===== src/hdl/pps_pkg.sv =====
// Shared types and constants for the path point smoother.
// Holds the coordinate format, request structs, queue sizing and divide-by-three constants.
package pps_pkg;

    localparam int COORD_WIDTH = 32;

    // The sum of three coordinates needs two more bits, and its magnitude one more.
    localparam int SUM_W = COORD_WIDTH + 2;
    localparam int MAG_W = COORD_WIDTH + 1;

    // The magnitude is split into a high and a low part for the divide by three.
    localparam int LO_W = MAG_W / 2;
    localparam int HI_W = MAG_W - LO_W;
    localparam int A_W  = HI_W - 1;
    localparam int T_W  = LO_W + 2;
    localparam int B_W  = T_W - 1;

    // floor(v / 3) = (v * ceil(2^(k+1) / 3)) >> (k + 1) for any v below 2^k
    localparam logic [HI_W-1:0] DIV3_M_HI =
        HI_W'(((64'd1 << (HI_W + 1)) + 64'd2) / 64'd3);
    localparam logic [T_W-1:0] DIV3_M_LO =
        T_W'(((64'd1 << (T_W + 1)) + 64'd2) / 64'd3);

    localparam int QUEUE_DEPTH = 4;
    localparam int QPTR_W      = $clog2(QUEUE_DEPTH);
    localparam int QCNT_W      = QPTR_W + 1;

    typedef logic signed [COORD_WIDTH-1:0] coord_t;

    typedef struct packed {
        coord_t pt_x;
        coord_t pt_y;
        coord_t pt_heading;
        logic   is_last;
    } point_req_t;

    typedef struct packed {
        coord_t out_x;
        coord_t out_y;
        coord_t out_heading;
        logic   out_last;
    } result_req_t;

    typedef struct packed {
        coord_t x;
        coord_t y;
        coord_t heading;
    } point_t;

    typedef enum logic [1:0] {
        SEEN_NONE,
        SEEN_ONE,
        SEEN_TWO
    } seen_state_t;

    typedef enum logic [1:0] {
        CMD_PASS,
        CMD_AVG,
        CMD_AVG_PASS
    } cmd_kind_t;

    typedef struct packed {
        cmd_kind_t kind;
        point_t    older;
        point_t    newer;
        point_t    cur;
        logic      last;
    } cmd_t;

    typedef struct packed {
        logic push;
        cmd_t cmd;
    } queue_wr_t;

    typedef struct packed {
        logic valid;
        cmd_t cmd;
    } queue_head_t;

    typedef struct packed {
        logic s2;
        logic s3;
        logic s4;
    } pipe_adv_t;

endpackage


===== src/hdl/pps_front.sv =====
// Front end: accepts points, tracks the two-point window and classifies each point.
// Pushes pass or average requests into the queue; depends on pps_pkg.
module pps_front
    import pps_pkg::*;
(
    input  logic       clk,
    input  logic       rst_n,
    input  logic       point_valid,
    output logic       point_stall,
    input  point_req_t point,
    input  logic       full,
    output queue_wr_t  wr
);

    seen_state_t state_reg, state_next;
    point_t      older_reg, older_next;
    point_t      newer_reg, newer_next;
    point_t      cur;
    logic        accept;

    assign point_stall = full;
    assign accept      = point_valid && !full;
    assign cur         = '{x: point.pt_x, y: point.pt_y, heading: point.pt_heading};

    always_ff @(posedge clk or negedge rst_n)
    begin
        if (!rst_n)
        begin
            state_reg <= SEEN_NONE;
        end
        else
        begin
            state_reg <= state_next;
        end
    end

    always_ff @(posedge clk)
    begin
        older_reg <= older_next;
        newer_reg <= newer_next;
    end

    always_comb
    begin
        state_next    = state_reg;
        older_next    = older_reg;
        newer_next    = newer_reg;
        wr.push       = 1'b0;
        wr.cmd.kind   = CMD_PASS;
        wr.cmd.older  = older_reg;
        wr.cmd.newer  = newer_reg;
        wr.cmd.cur    = cur;
        wr.cmd.last   = point.is_last;
        case (state_reg)
            SEEN_NONE:
            begin
                if (accept)
                begin
                    wr.push = 1'b1;
                    if (!point.is_last)
                    begin
                        newer_next = cur;
                        state_next = SEEN_ONE;
                    end
                end
            end
            SEEN_ONE:
            begin
                if (accept)
                begin
                    if (point.is_last)
                    begin
                        // two-point path: second point goes out unchanged
                        wr.push    = 1'b1;
                        state_next = SEEN_NONE;
                    end
                    else
                    begin
                        older_next = newer_reg;
                        newer_next = cur;
                        state_next = SEEN_TWO;
                    end
                end
            end
            SEEN_TWO:
            begin
                if (accept)
                begin
                    wr.push     = 1'b1;
                    wr.cmd.last = 1'b0;
                    if (point.is_last)
                    begin
                        wr.cmd.kind = CMD_AVG_PASS;
                        state_next  = SEEN_NONE;
                    end
                    else
                    begin
                        wr.cmd.kind = CMD_AVG;
                        older_next  = newer_reg;
                        newer_next  = cur;
                    end
                end
            end
            default:
            begin
                state_next = SEEN_NONE;
            end
        endcase
    end

endmodule


===== src/hdl/pps_queue.sv =====
// Short request queue between the front end and the back end.
// Register-based FIFO of cmd_t entries; depends on pps_pkg.
module pps_queue
    import pps_pkg::*;
(
    input  logic        clk,
    input  logic        rst_n,
    input  queue_wr_t   wr,
    output logic        full,
    input  logic        pop,
    output queue_head_t head
);

    cmd_t              mem_reg [QUEUE_DEPTH];
    logic [QPTR_W-1:0] wr_ptr_reg, wr_ptr_next;
    logic [QPTR_W-1:0] rd_ptr_reg, rd_ptr_next;
    logic [QCNT_W-1:0] count_reg, count_next;

    function automatic logic [QPTR_W-1:0] ptr_inc(input logic [QPTR_W-1:0] p);
        logic [QPTR_W-1:0] r;
        if (p == QPTR_W'(QUEUE_DEPTH - 1))
        begin
            r = '0;
        end
        else
        begin
            r = p + 1'b1;
        end
        return r;
    endfunction

    assign full       = (count_reg == QCNT_W'(QUEUE_DEPTH));
    assign head.valid = (count_reg != '0);
    assign head.cmd   = mem_reg[rd_ptr_reg];

    always_comb
    begin
        wr_ptr_next = wr.push ? ptr_inc(wr_ptr_reg) : wr_ptr_reg;
        rd_ptr_next = pop ? ptr_inc(rd_ptr_reg) : rd_ptr_reg;
        count_next  = count_reg;
        if (wr.push && !pop)
        begin
            count_next = count_reg + 1'b1;
        end
        else if (!wr.push && pop)
        begin
            count_next = count_reg - 1'b1;
        end
    end

    always_ff @(posedge clk or negedge rst_n)
    begin
        if (!rst_n)
        begin
            wr_ptr_reg <= '0;
            rd_ptr_reg <= '0;
            count_reg  <= '0;
        end
        else
        begin
            wr_ptr_reg <= wr_ptr_next;
            rd_ptr_reg <= rd_ptr_next;
            count_reg  <= count_next;
        end
    end

    always_ff @(posedge clk)
    begin
        if (wr.push)
        begin
            mem_reg[wr_ptr_reg] <= wr.cmd;
        end
    end

endmodule


===== src/hdl/pps_mean_lane.sv =====
// One coordinate lane of the back end: sum of three, then truncating divide by three.
// Three pipeline stages split the reciprocal multiply in two halves; depends on pps_pkg.
module pps_mean_lane
    import pps_pkg::*;
(
    input  logic      clk,
    input  pipe_adv_t adv,
    input  coord_t    opa,
    input  coord_t    opb,
    input  coord_t    opc,
    output coord_t    mean
);

    logic signed [SUM_W-1:0] sum;
    logic signed [SUM_W-1:0] sum_neg;
    logic [MAG_W-1:0]        mag_next;
    logic [MAG_W-1:0]        mag_reg;
    logic                    neg2_reg;

    logic [HI_W-1:0]         hi;
    logic [2*HI_W-1:0]       hprod;
    logic [A_W-1:0]          a3_reg;
    logic [HI_W-1:0]         hi3_reg;
    logic [LO_W-1:0]         lo3_reg;
    logic                    neg3_reg;

    logic [HI_W-1:0]         three_a;
    logic [HI_W-1:0]         rem_hi;
    logic [T_W-1:0]          t;
    logic [2*T_W-1:0]        lprod;
    logic [A_W-1:0]          a4_reg;
    logic [B_W-1:0]          b4_reg;
    logic                    neg4_reg;

    logic [COORD_WIDTH-1:0]  qmag;
    logic [COORD_WIDTH-1:0]  qneg;

    // stage 2: exact sum and its magnitude
    assign sum = {{2{opa[COORD_WIDTH-1]}}, opa}
               + {{2{opb[COORD_WIDTH-1]}}, opb}
               + {{2{opc[COORD_WIDTH-1]}}, opc};
    assign sum_neg  = -sum;
    assign mag_next = sum[SUM_W-1] ? sum_neg[MAG_W-1:0] : sum[MAG_W-1:0];

    // stage 3: quotient of the high part
    assign hi    = mag_reg[MAG_W-1:LO_W];
    assign hprod = (2*HI_W)'(hi) * (2*HI_W)'(DIV3_M_HI);

    // stage 4: fold the high remainder into the low part and divide that
    assign three_a = {a3_reg, 1'b0} + HI_W'(a3_reg);
    assign rem_hi  = hi3_reg - three_a;
    assign t       = {rem_hi[1:0], lo3_reg};
    assign lprod   = (2*T_W)'(t) * (2*T_W)'(DIV3_M_LO);

    assign qmag = {a4_reg, {LO_W{1'b0}}} + COORD_WIDTH'(b4_reg);
    assign qneg = -qmag;
    assign mean = coord_t'(neg4_reg ? qneg : qmag);

    always_ff @(posedge clk)
    begin
        if (adv.s2)
        begin
            mag_reg  <= mag_next;
            neg2_reg <= sum[SUM_W-1];
        end
        if (adv.s3)
        begin
            a3_reg   <= hprod[2*HI_W-1:HI_W+1];
            hi3_reg  <= hi;
            lo3_reg  <= mag_reg[LO_W-1:0];
            neg3_reg <= neg2_reg;
        end
        if (adv.s4)
        begin
            a4_reg   <= a3_reg;
            b4_reg   <= lprod[2*T_W-1:T_W+1];
            neg4_reg <= neg3_reg;
        end
    end

endmodule


===== src/hdl/pps_back.sv =====
// Back end: pops requests, issues one pipeline entry per result, and drives the output.
// Uses three pps_mean_lane instances and an elastic valid pipeline; depends on pps_pkg.
module pps_back
    import pps_pkg::*;
(
    input  logic        clk,
    input  logic        rst_n,
    input  queue_head_t head,
    output logic        pop,
    output logic        result_valid,
    input  logic        result_stall,
    output result_req_t result
);

    logic        v1_reg, v2_reg, v3_reg, v4_reg, v5_reg;
    logic        last1_reg, last2_reg, last3_reg, last4_reg;
    logic        rdy1, rdy2, rdy3, rdy4, rdy5;
    logic        sub_reg, sub_next;
    logic        issue_pass;
    logic        issue_last;
    point_t      opa_reg, opb_reg, opc_reg;
    point_t      opa_next, opb_next;
    pipe_adv_t   adv;
    coord_t      mean_x, mean_y, mean_h;
    result_req_t result_reg;

    // a ready slot ripples back from the output register
    assign rdy5 = !v5_reg || !result_stall;
    assign rdy4 = !v4_reg || rdy5;
    assign rdy3 = !v3_reg || rdy4;
    assign rdy2 = !v2_reg || rdy3;
    assign rdy1 = !v1_reg || rdy2;

    assign adv.s2 = rdy2;
    assign adv.s3 = rdy3;
    assign adv.s4 = rdy4;

    always_comb
    begin
        issue_pass = 1'b0;
        issue_last = 1'b0;
        sub_next   = sub_reg;
        pop        = 1'b0;
        case (head.cmd.kind)
            CMD_PASS:
            begin
                issue_pass = 1'b1;
                issue_last = head.cmd.last;
                pop        = head.valid && rdy1;
            end
            CMD_AVG:
            begin
                pop = head.valid && rdy1;
            end
            CMD_AVG_PASS:
            begin
                // average first, then the last point itself
                issue_pass = sub_reg;
                issue_last = sub_reg;
                pop        = head.valid && rdy1 && sub_reg;
                if (head.valid && rdy1)
                begin
                    sub_next = !sub_reg;
                end
            end
            default:
            begin
                pop = head.valid && rdy1;
            end
        endcase
        // a pass result is cur*3/3, which is exact
        opa_next = issue_pass ? head.cmd.cur : head.cmd.older;
        opb_next = issue_pass ? head.cmd.cur : head.cmd.newer;
    end

    always_ff @(posedge clk or negedge rst_n)
    begin
        if (!rst_n)
        begin
            v1_reg  <= 1'b0;
            v2_reg  <= 1'b0;
            v3_reg  <= 1'b0;
            v4_reg  <= 1'b0;
            v5_reg  <= 1'b0;
            sub_reg <= 1'b0;
        end
        else
        begin
            sub_reg <= sub_next;
            if (rdy1)
            begin
                v1_reg <= head.valid;
            end
            if (rdy2)
            begin
                v2_reg <= v1_reg;
            end
            if (rdy3)
            begin
                v3_reg <= v2_reg;
            end
            if (rdy4)
            begin
                v4_reg <= v3_reg;
            end
            if (rdy5)
            begin
                v5_reg <= v4_reg;
            end
        end
    end

    always_ff @(posedge clk)
    begin
        if (rdy1)
        begin
            opa_reg   <= opa_next;
            opb_reg   <= opb_next;
            opc_reg   <= head.cmd.cur;
            last1_reg <= issue_last;
        end
        if (rdy2)
        begin
            last2_reg <= last1_reg;
        end
        if (rdy3)
        begin
            last3_reg <= last2_reg;
        end
        if (rdy4)
        begin
            last4_reg <= last3_reg;
        end
        if (rdy5)
        begin
            result_reg.out_x       <= mean_x;
            result_reg.out_y       <= mean_y;
            result_reg.out_heading <= mean_h;
            result_reg.out_last    <= last4_reg;
        end
    end

    pps_mean_lane u_lane_x (
        .clk  (clk),
        .adv  (adv),
        .opa  (opa_reg.x),
        .opb  (opb_reg.x),
        .opc  (opc_reg.x),
        .mean (mean_x)
    );

    pps_mean_lane u_lane_y (
        .clk  (clk),
        .adv  (adv),
        .opa  (opa_reg.y),
        .opb  (opb_reg.y),
        .opc  (opc_reg.y),
        .mean (mean_y)
    );

    pps_mean_lane u_lane_h (
        .clk  (clk),
        .adv  (adv),
        .opa  (opa_reg.heading),
        .opb  (opb_reg.heading),
        .opc  (opc_reg.heading),
        .mean (mean_h)
    );

    assign result_valid = v5_reg;
    assign result       = result_reg;

endmodule


===== src/hdl/path_point_smoother_top.sv =====
// Three-point moving average over a streamed path of (x, y, heading) points.
// Connects the front end, request queue and back end; depends on pps_pkg.
//
// Usage:
//   point channel (point_valid / point_stall / point) carries one path point per
//   request, is_last set on the final point. result channel (result_valid /
//   result_stall / result) returns smoothed points; out_last marks the path end.
//   The first and last points of a path pass unchanged, interior points become
//   the truncated mean of themselves and their two neighbors, paths of one or two
//   points pass unchanged. The second point of a path gives no result until the
//   third arrives; a final point of a longer path gives two results.
//   The extra pass-through result of a final point follows its averaged result.
//   Throughput: one point per cycle unless point_stall is high; the back end
//   issues one result per cycle unless stalled, so a path end costs the back end
//   an extra issue slot, absorbed by a 4-entry queue.
//   Reset clears the window state, queue and pipeline valids; no result is
//   pending afterward. When result_stall is high the output holds, the pipeline
//   fills, then the queue, and point_stall rises once the queue is full.
module path_point_smoother_top
    import pps_pkg::*;
(
    input  logic        clk,
    input  logic        rst_n,
    input  logic        point_valid,
    output logic        point_stall,
    input  point_req_t  point,
    output logic        result_valid,
    input  logic        result_stall,
    output result_req_t result
);

    queue_wr_t   q_wr;
    queue_head_t q_head;
    logic        q_full;
    logic        q_pop;

    pps_front u_front (
        .clk         (clk),
        .rst_n       (rst_n),
        .point_valid (point_valid),
        .point_stall (point_stall),
        .point       (point),
        .full        (q_full),
        .wr          (q_wr)
    );

    pps_queue u_queue (
        .clk   (clk),
        .rst_n (rst_n),
        .wr    (q_wr),
        .full  (q_full),
        .pop   (q_pop),
        .head  (q_head)
    );

    pps_back u_back (
        .clk          (clk),
        .rst_n        (rst_n),
        .head         (q_head),
        .pop          (q_pop),
        .result_valid (result_valid),
        .result_stall (result_stall),
        .result       (result)
    );

    a_no_push_when_full: assert property (
        @(posedge clk) disable iff (!rst_n)
        q_wr.push |-> !q_full
    ) else $error("request pushed into a full queue");

    a_no_pop_when_empty: assert property (
        @(posedge clk) disable iff (!rst_n)
        q_pop |-> q_head.valid
    ) else $error("request popped from an empty queue");

    a_full_has_head: assert property (
        @(posedge clk) disable iff (!rst_n)
        q_full |-> q_head.valid
    ) else $error("queue full but no head request");

    a_stall_is_full: assert property (
        @(posedge clk) disable iff (!rst_n)
        point_valid && !point_stall |-> !q_full
    ) else $error("point accepted while queue full");

endmodule


===== config.mk =====
export PLATFORM = sky130hd
export DESIGN_NAME = path_point_smoother_top
export DESIGN_NICKNAME = d
export VERILOG_FILES = /design/src/hdl/pps_pkg.sv /design/src/hdl/pps_front.sv /design/src/hdl/pps_queue.sv /design/src/hdl/pps_mean_lane.sv /design/src/hdl/pps_back.sv /design/src/hdl/path_point_smoother_top.sv
export SDC_FILE = /design/constraint.sdc
export NUM_CORES = 2
export LEC_CHECK = 0
export ABC_AREA = 1
export BUFFER_PORTS_ARGS = -buffer_cell sky130_fd_sc_hd__buf_4
export CORE_ASPECT_RATIO = 0.8
export CORE_UTILIZATION = 65
export CTS_CLUSTER_SIZE = 24
export DETAILED_ROUTE_END_ITERATION = 10
export PLACE_DENSITY = 0.88
export SYNTH_ARGS = -nofsm -noshare
export SYNTH_HDL_FRONTEND = slang
export SYNTH_SLANG_ARGS = --single-unit

===== constraint.sdc =====
create_clock -name clk -period 31.6 [get_ports clk]
set_input_delay 1.58 -clock clk [delete_from_list [all_inputs] [get_ports clk]]
set_output_delay 1.58 -clock clk [all_outputs]
set_load 0.1 [all_outputs]

==> flow_summary_export.csv <==
group,metric,value,unit
status,status,"complete, no violations",
die,start_util,65.7,%
synth,synth_edf_count,2054,
grt,antenna_found_initial,22,
clock_network,post_cts_buffers,0,
synth,synth_simple_gate_area_share,10.1,%
min_path,min_path_cells,0,
worst_setup_path,r2r_cells,24,
clock_network,cts_tree,"yes",
clock_network,h-tree-depth,4,
clock_network,hold_buffers,0,
synth,synth_cells,10600,
clock_network,cts_max_path_buffers,3,
place,dp_worst_setup_slack,24.73,ns
route,firstDrtPassIters,9,
worst_setup_path,reg2reg_from,"u_back.u_lane_x.a3_reg[0]",
timing,period_share,21.5,%
route,route.detailed.drc,0,
die,placementRows,140,
grt,grt.overflow.total,0,
synth,syn_area,120000,µm²
synth,syn_avg_cell_area,11.4,µm²
route,viasPerCell,6.01,
place,numPortBuffers,199,
timing,slew_headroom,14.9,%
grt,grt_pass1_vias,82000,
route,initialDrtViolationCount,9689,
worst_setup_path,timing.rr.end,"u_back.u_lane_x.b4_reg[15]",
synth,synth_xor_area_share,2.43,%
die,pin_count,200,
place,placed_cell_area,124000,µm²
timing,drv_slew,0,
synth,async_flop_share,0.725,%
route,routed_wl,294000,µm
min_path,hold_path.class,"flip-flop to flip-flop",
clock_network,cts_root_buf,"clkbuf_16",
synth,yosys_most_used_dff,"edfxtp_1",
route,post_drt_wl_per_cell,22.0,µm
finish,finalInstanceArea,131000,µm²
die,die_w,483,µm
grt,grt_pass1_wl,455000,µm
synth,ys_types,57,
finish,fillers,12000,
die,core_area,183000,µm²
timing,tightest_slew,1.28,ns
place,dpl.hpwl,203000,µm
finish,finalNetCount,12500,
timing,finalWorstPathRequiredPeriod,6.80,ns
place,routabilityCongestion,0.990,
clock_network,clk_latency,0.87,ns
worst_setup_path,critPathLaunchType,"flip-flop",
job,drv_cap,0,
timing,layout_setup_ws,24.80,ns
die,die_y,387,µm
synth,yosysWarnings,0,
synth,synth_compound_area_share,7.79,%
finish,largest_reg_flops,1164,
synth,syn_nets,12400,
synth,synth-seq-cells,2069,
finish,drive_gt1_share,6.31,%
synth,yosys.area_share.adder,21.8,%
grt,grt_max_degree,239,
timing,rsz0062_at_grt,"no",
clock_network,cts_buffers,190,
worst_setup_path,cp-end-kind,"flip-flop",
synth,synth.area.mux_share,0.00937,%
route,antenna_left,0,
timing,finalHoldViolations,0,
timing,fmax,0.147,GHz
worst_setup_path,crit_required,32.18,ns
die,die-area,187000,µm²
clock_network,cts_resized,0,
clock_network,cts_sinks,2069,
min_path,min-delay-start,"u_back.u_lane_x.a3_reg[15]",
worst_setup_path,crit_fanout,5,
route,vias,80300,
worst_setup_path,crit_type,"flip-flop to flip-flop",
finish,synthToLayoutAreaGrowth,8.75,%
synth,synth_top_family_by_area,"adder cells",
min_path,worstHoldEndpoint,"u_back.u_lane_x.a4_reg[15]",
timing,skew,0.0835,ns
timing,tns,0,ns
grt,track_usage,31.7,%
synth,yosysSeqAreaShare,51.6,%
worst_setup_path,worstPathArrival,7.38,ns
worst_setup_path,reg2reg_slack,24.80,ns
clock_network,clkSlewWorstSetupHoldPaths,0.07,ns
timing,finalSetupViolCount,0,
## critical path, stage by stage (launching register included)
cell	delay, ns
edfxtp_1	0.43
ha_1	0.34
inv_1	0.05
ha_1	0.18
nor2_1	0.13
xor2_1	0.18
xor2_1	0.46
inv_1	0.22
ha_1	0.39
ha_1	0.30
inv_1	0.05
fa_1	0.50
inv_1	0.05
fa_1	0.46
fa_1	0.52
inv_1	0.05
fa_1	0.47
inv_1	0.04
ha_1	0.37
a21oi_1	0.20
o21ai_0	0.16
a21oi_1	0.14
a21boi_0	0.56
o21bai_1	0.15
xor2_1	0.16
## layout make-up
cell class / instances / area (µm²) / share of cell area (%)
sequential: 2069 / 62100 / 47.5
multi-input combinational: 6523 / 50700 / 38.8
inverter: 1738 / 6560 / 5.02
clock buffer: 215 / 4870 / 3.73
tap: 2414 / 3020 / 2.31
timing repair buffer: 245 / 1890 / 1.45
clock inverter: 136 / 1560 / 1.20
antenna: 11 / 27.5 / 0.0211
## per-stage QoR
step	hold WS (ns)	util, %	std cells
floorplan	0.400	-	10600
global placement	0.401	67.9	13000
detailed placement	0.405	67.9	13000
CTS	0.405	71.4	13300
global route	0.412	71.5	13300
finish	0.407	71.5	13400
## cells by family (layout without fill, tap and decap cells)
| logic type | count (synthesis) | in the layout |
|---|---|---|
| xor gates and xnor gates | 331 | 331 |
| and+or+nand+nor | 2946 | 2946 |
| adders and majority gates | 1678 | 1678 |
| DFF | 2069 | 2069 |
| AOI/OAI and AO/OA | 1567 | 1567 |
| buffers and inverters | 1980 | 2334 |
| muxes | 1 | 1 |
| other | 0 | 11 |
## per-layer routing
metal	wire (µm)	vias to the layer above	GRT usage (%)
met4	8210	8	10.1
met2	134000	4555	48.9
met1	123000	38900	45.3
met5	47	-	0
met3	29600	605	6.53
li1	-	36200	-
## worst max-delay path by stage
stage / startpoint / to / slack [ns]
2_1_floorplan: result_stall / u_queue.count_reg[1] / 14.61
3_3_place_gp: u_back.u_lane_x.a3_reg[0] / u_back.u_lane_x.b4_reg[15] / 24.75
3_5_place_dp: u_back.u_lane_x.a3_reg[0] / u_back.u_lane_x.b4_reg[15] / 24.73
4_1_cts: u_back.u_lane_x.a3_reg[0] / u_back.u_lane_x.b4_reg[15] / 24.74
5_1_grt: u_back.u_lane_x.a3_reg[0] / u_back.u_lane_x.b4_reg[15] / 24.35
6_report: u_back.u_lane_x.a3_reg[0] / u_back.u_lane_x.b4_reg[15] / 24.80
## cell usage in the layout, fill, tap and decap left out, types with 227 or more instances in the layout
cell	netlist	final
buf_4	3	241
fa_1	691	691
o21ai_0	390	390
nand2_1	1811	1809
xor2_1	227	227
edfxtp_1	2054	2054
inv_1	1727	1723
a21oi_1	719	719
nor2_1	641	635
ha_1	987	987
## cell usage after synthesis (17+ instances only)
library cell | number | area, µm²
xnor2_1 | 102 | 893
ha_1 | 987 | 12300
nor3_1 | 68 | 340
o21a_1 | 28 | 210
nor2_1 | 641 | 2410
nand3_1 | 207 | 1040
o21ai_0 | 390 | 1950
fa_1 | 691 | 13800
a221o_1 | 193 | 1930
a21oi_1 | 719 | 3600
edfxtp_1 | 2054 | 61700
o21bai_1 | 17 | 128
inv_1 | 1727 | 6480
nand2_2 | 35 | 219
nand4_1 | 60 | 375
nand3b_1 | 36 | 270
nor2_2 | 18 | 113
nand2_1 | 1811 | 6800
o22ai_1 | 97 | 607
a31oi_1 | 26 | 163
xor2_1 | 227 | 1990
clkbuf_1 | 218 | 818
Power is left out: the tool's default activity adds up to more than one toggle a clock period on the data nets, which glitch-free logic cannot reach.
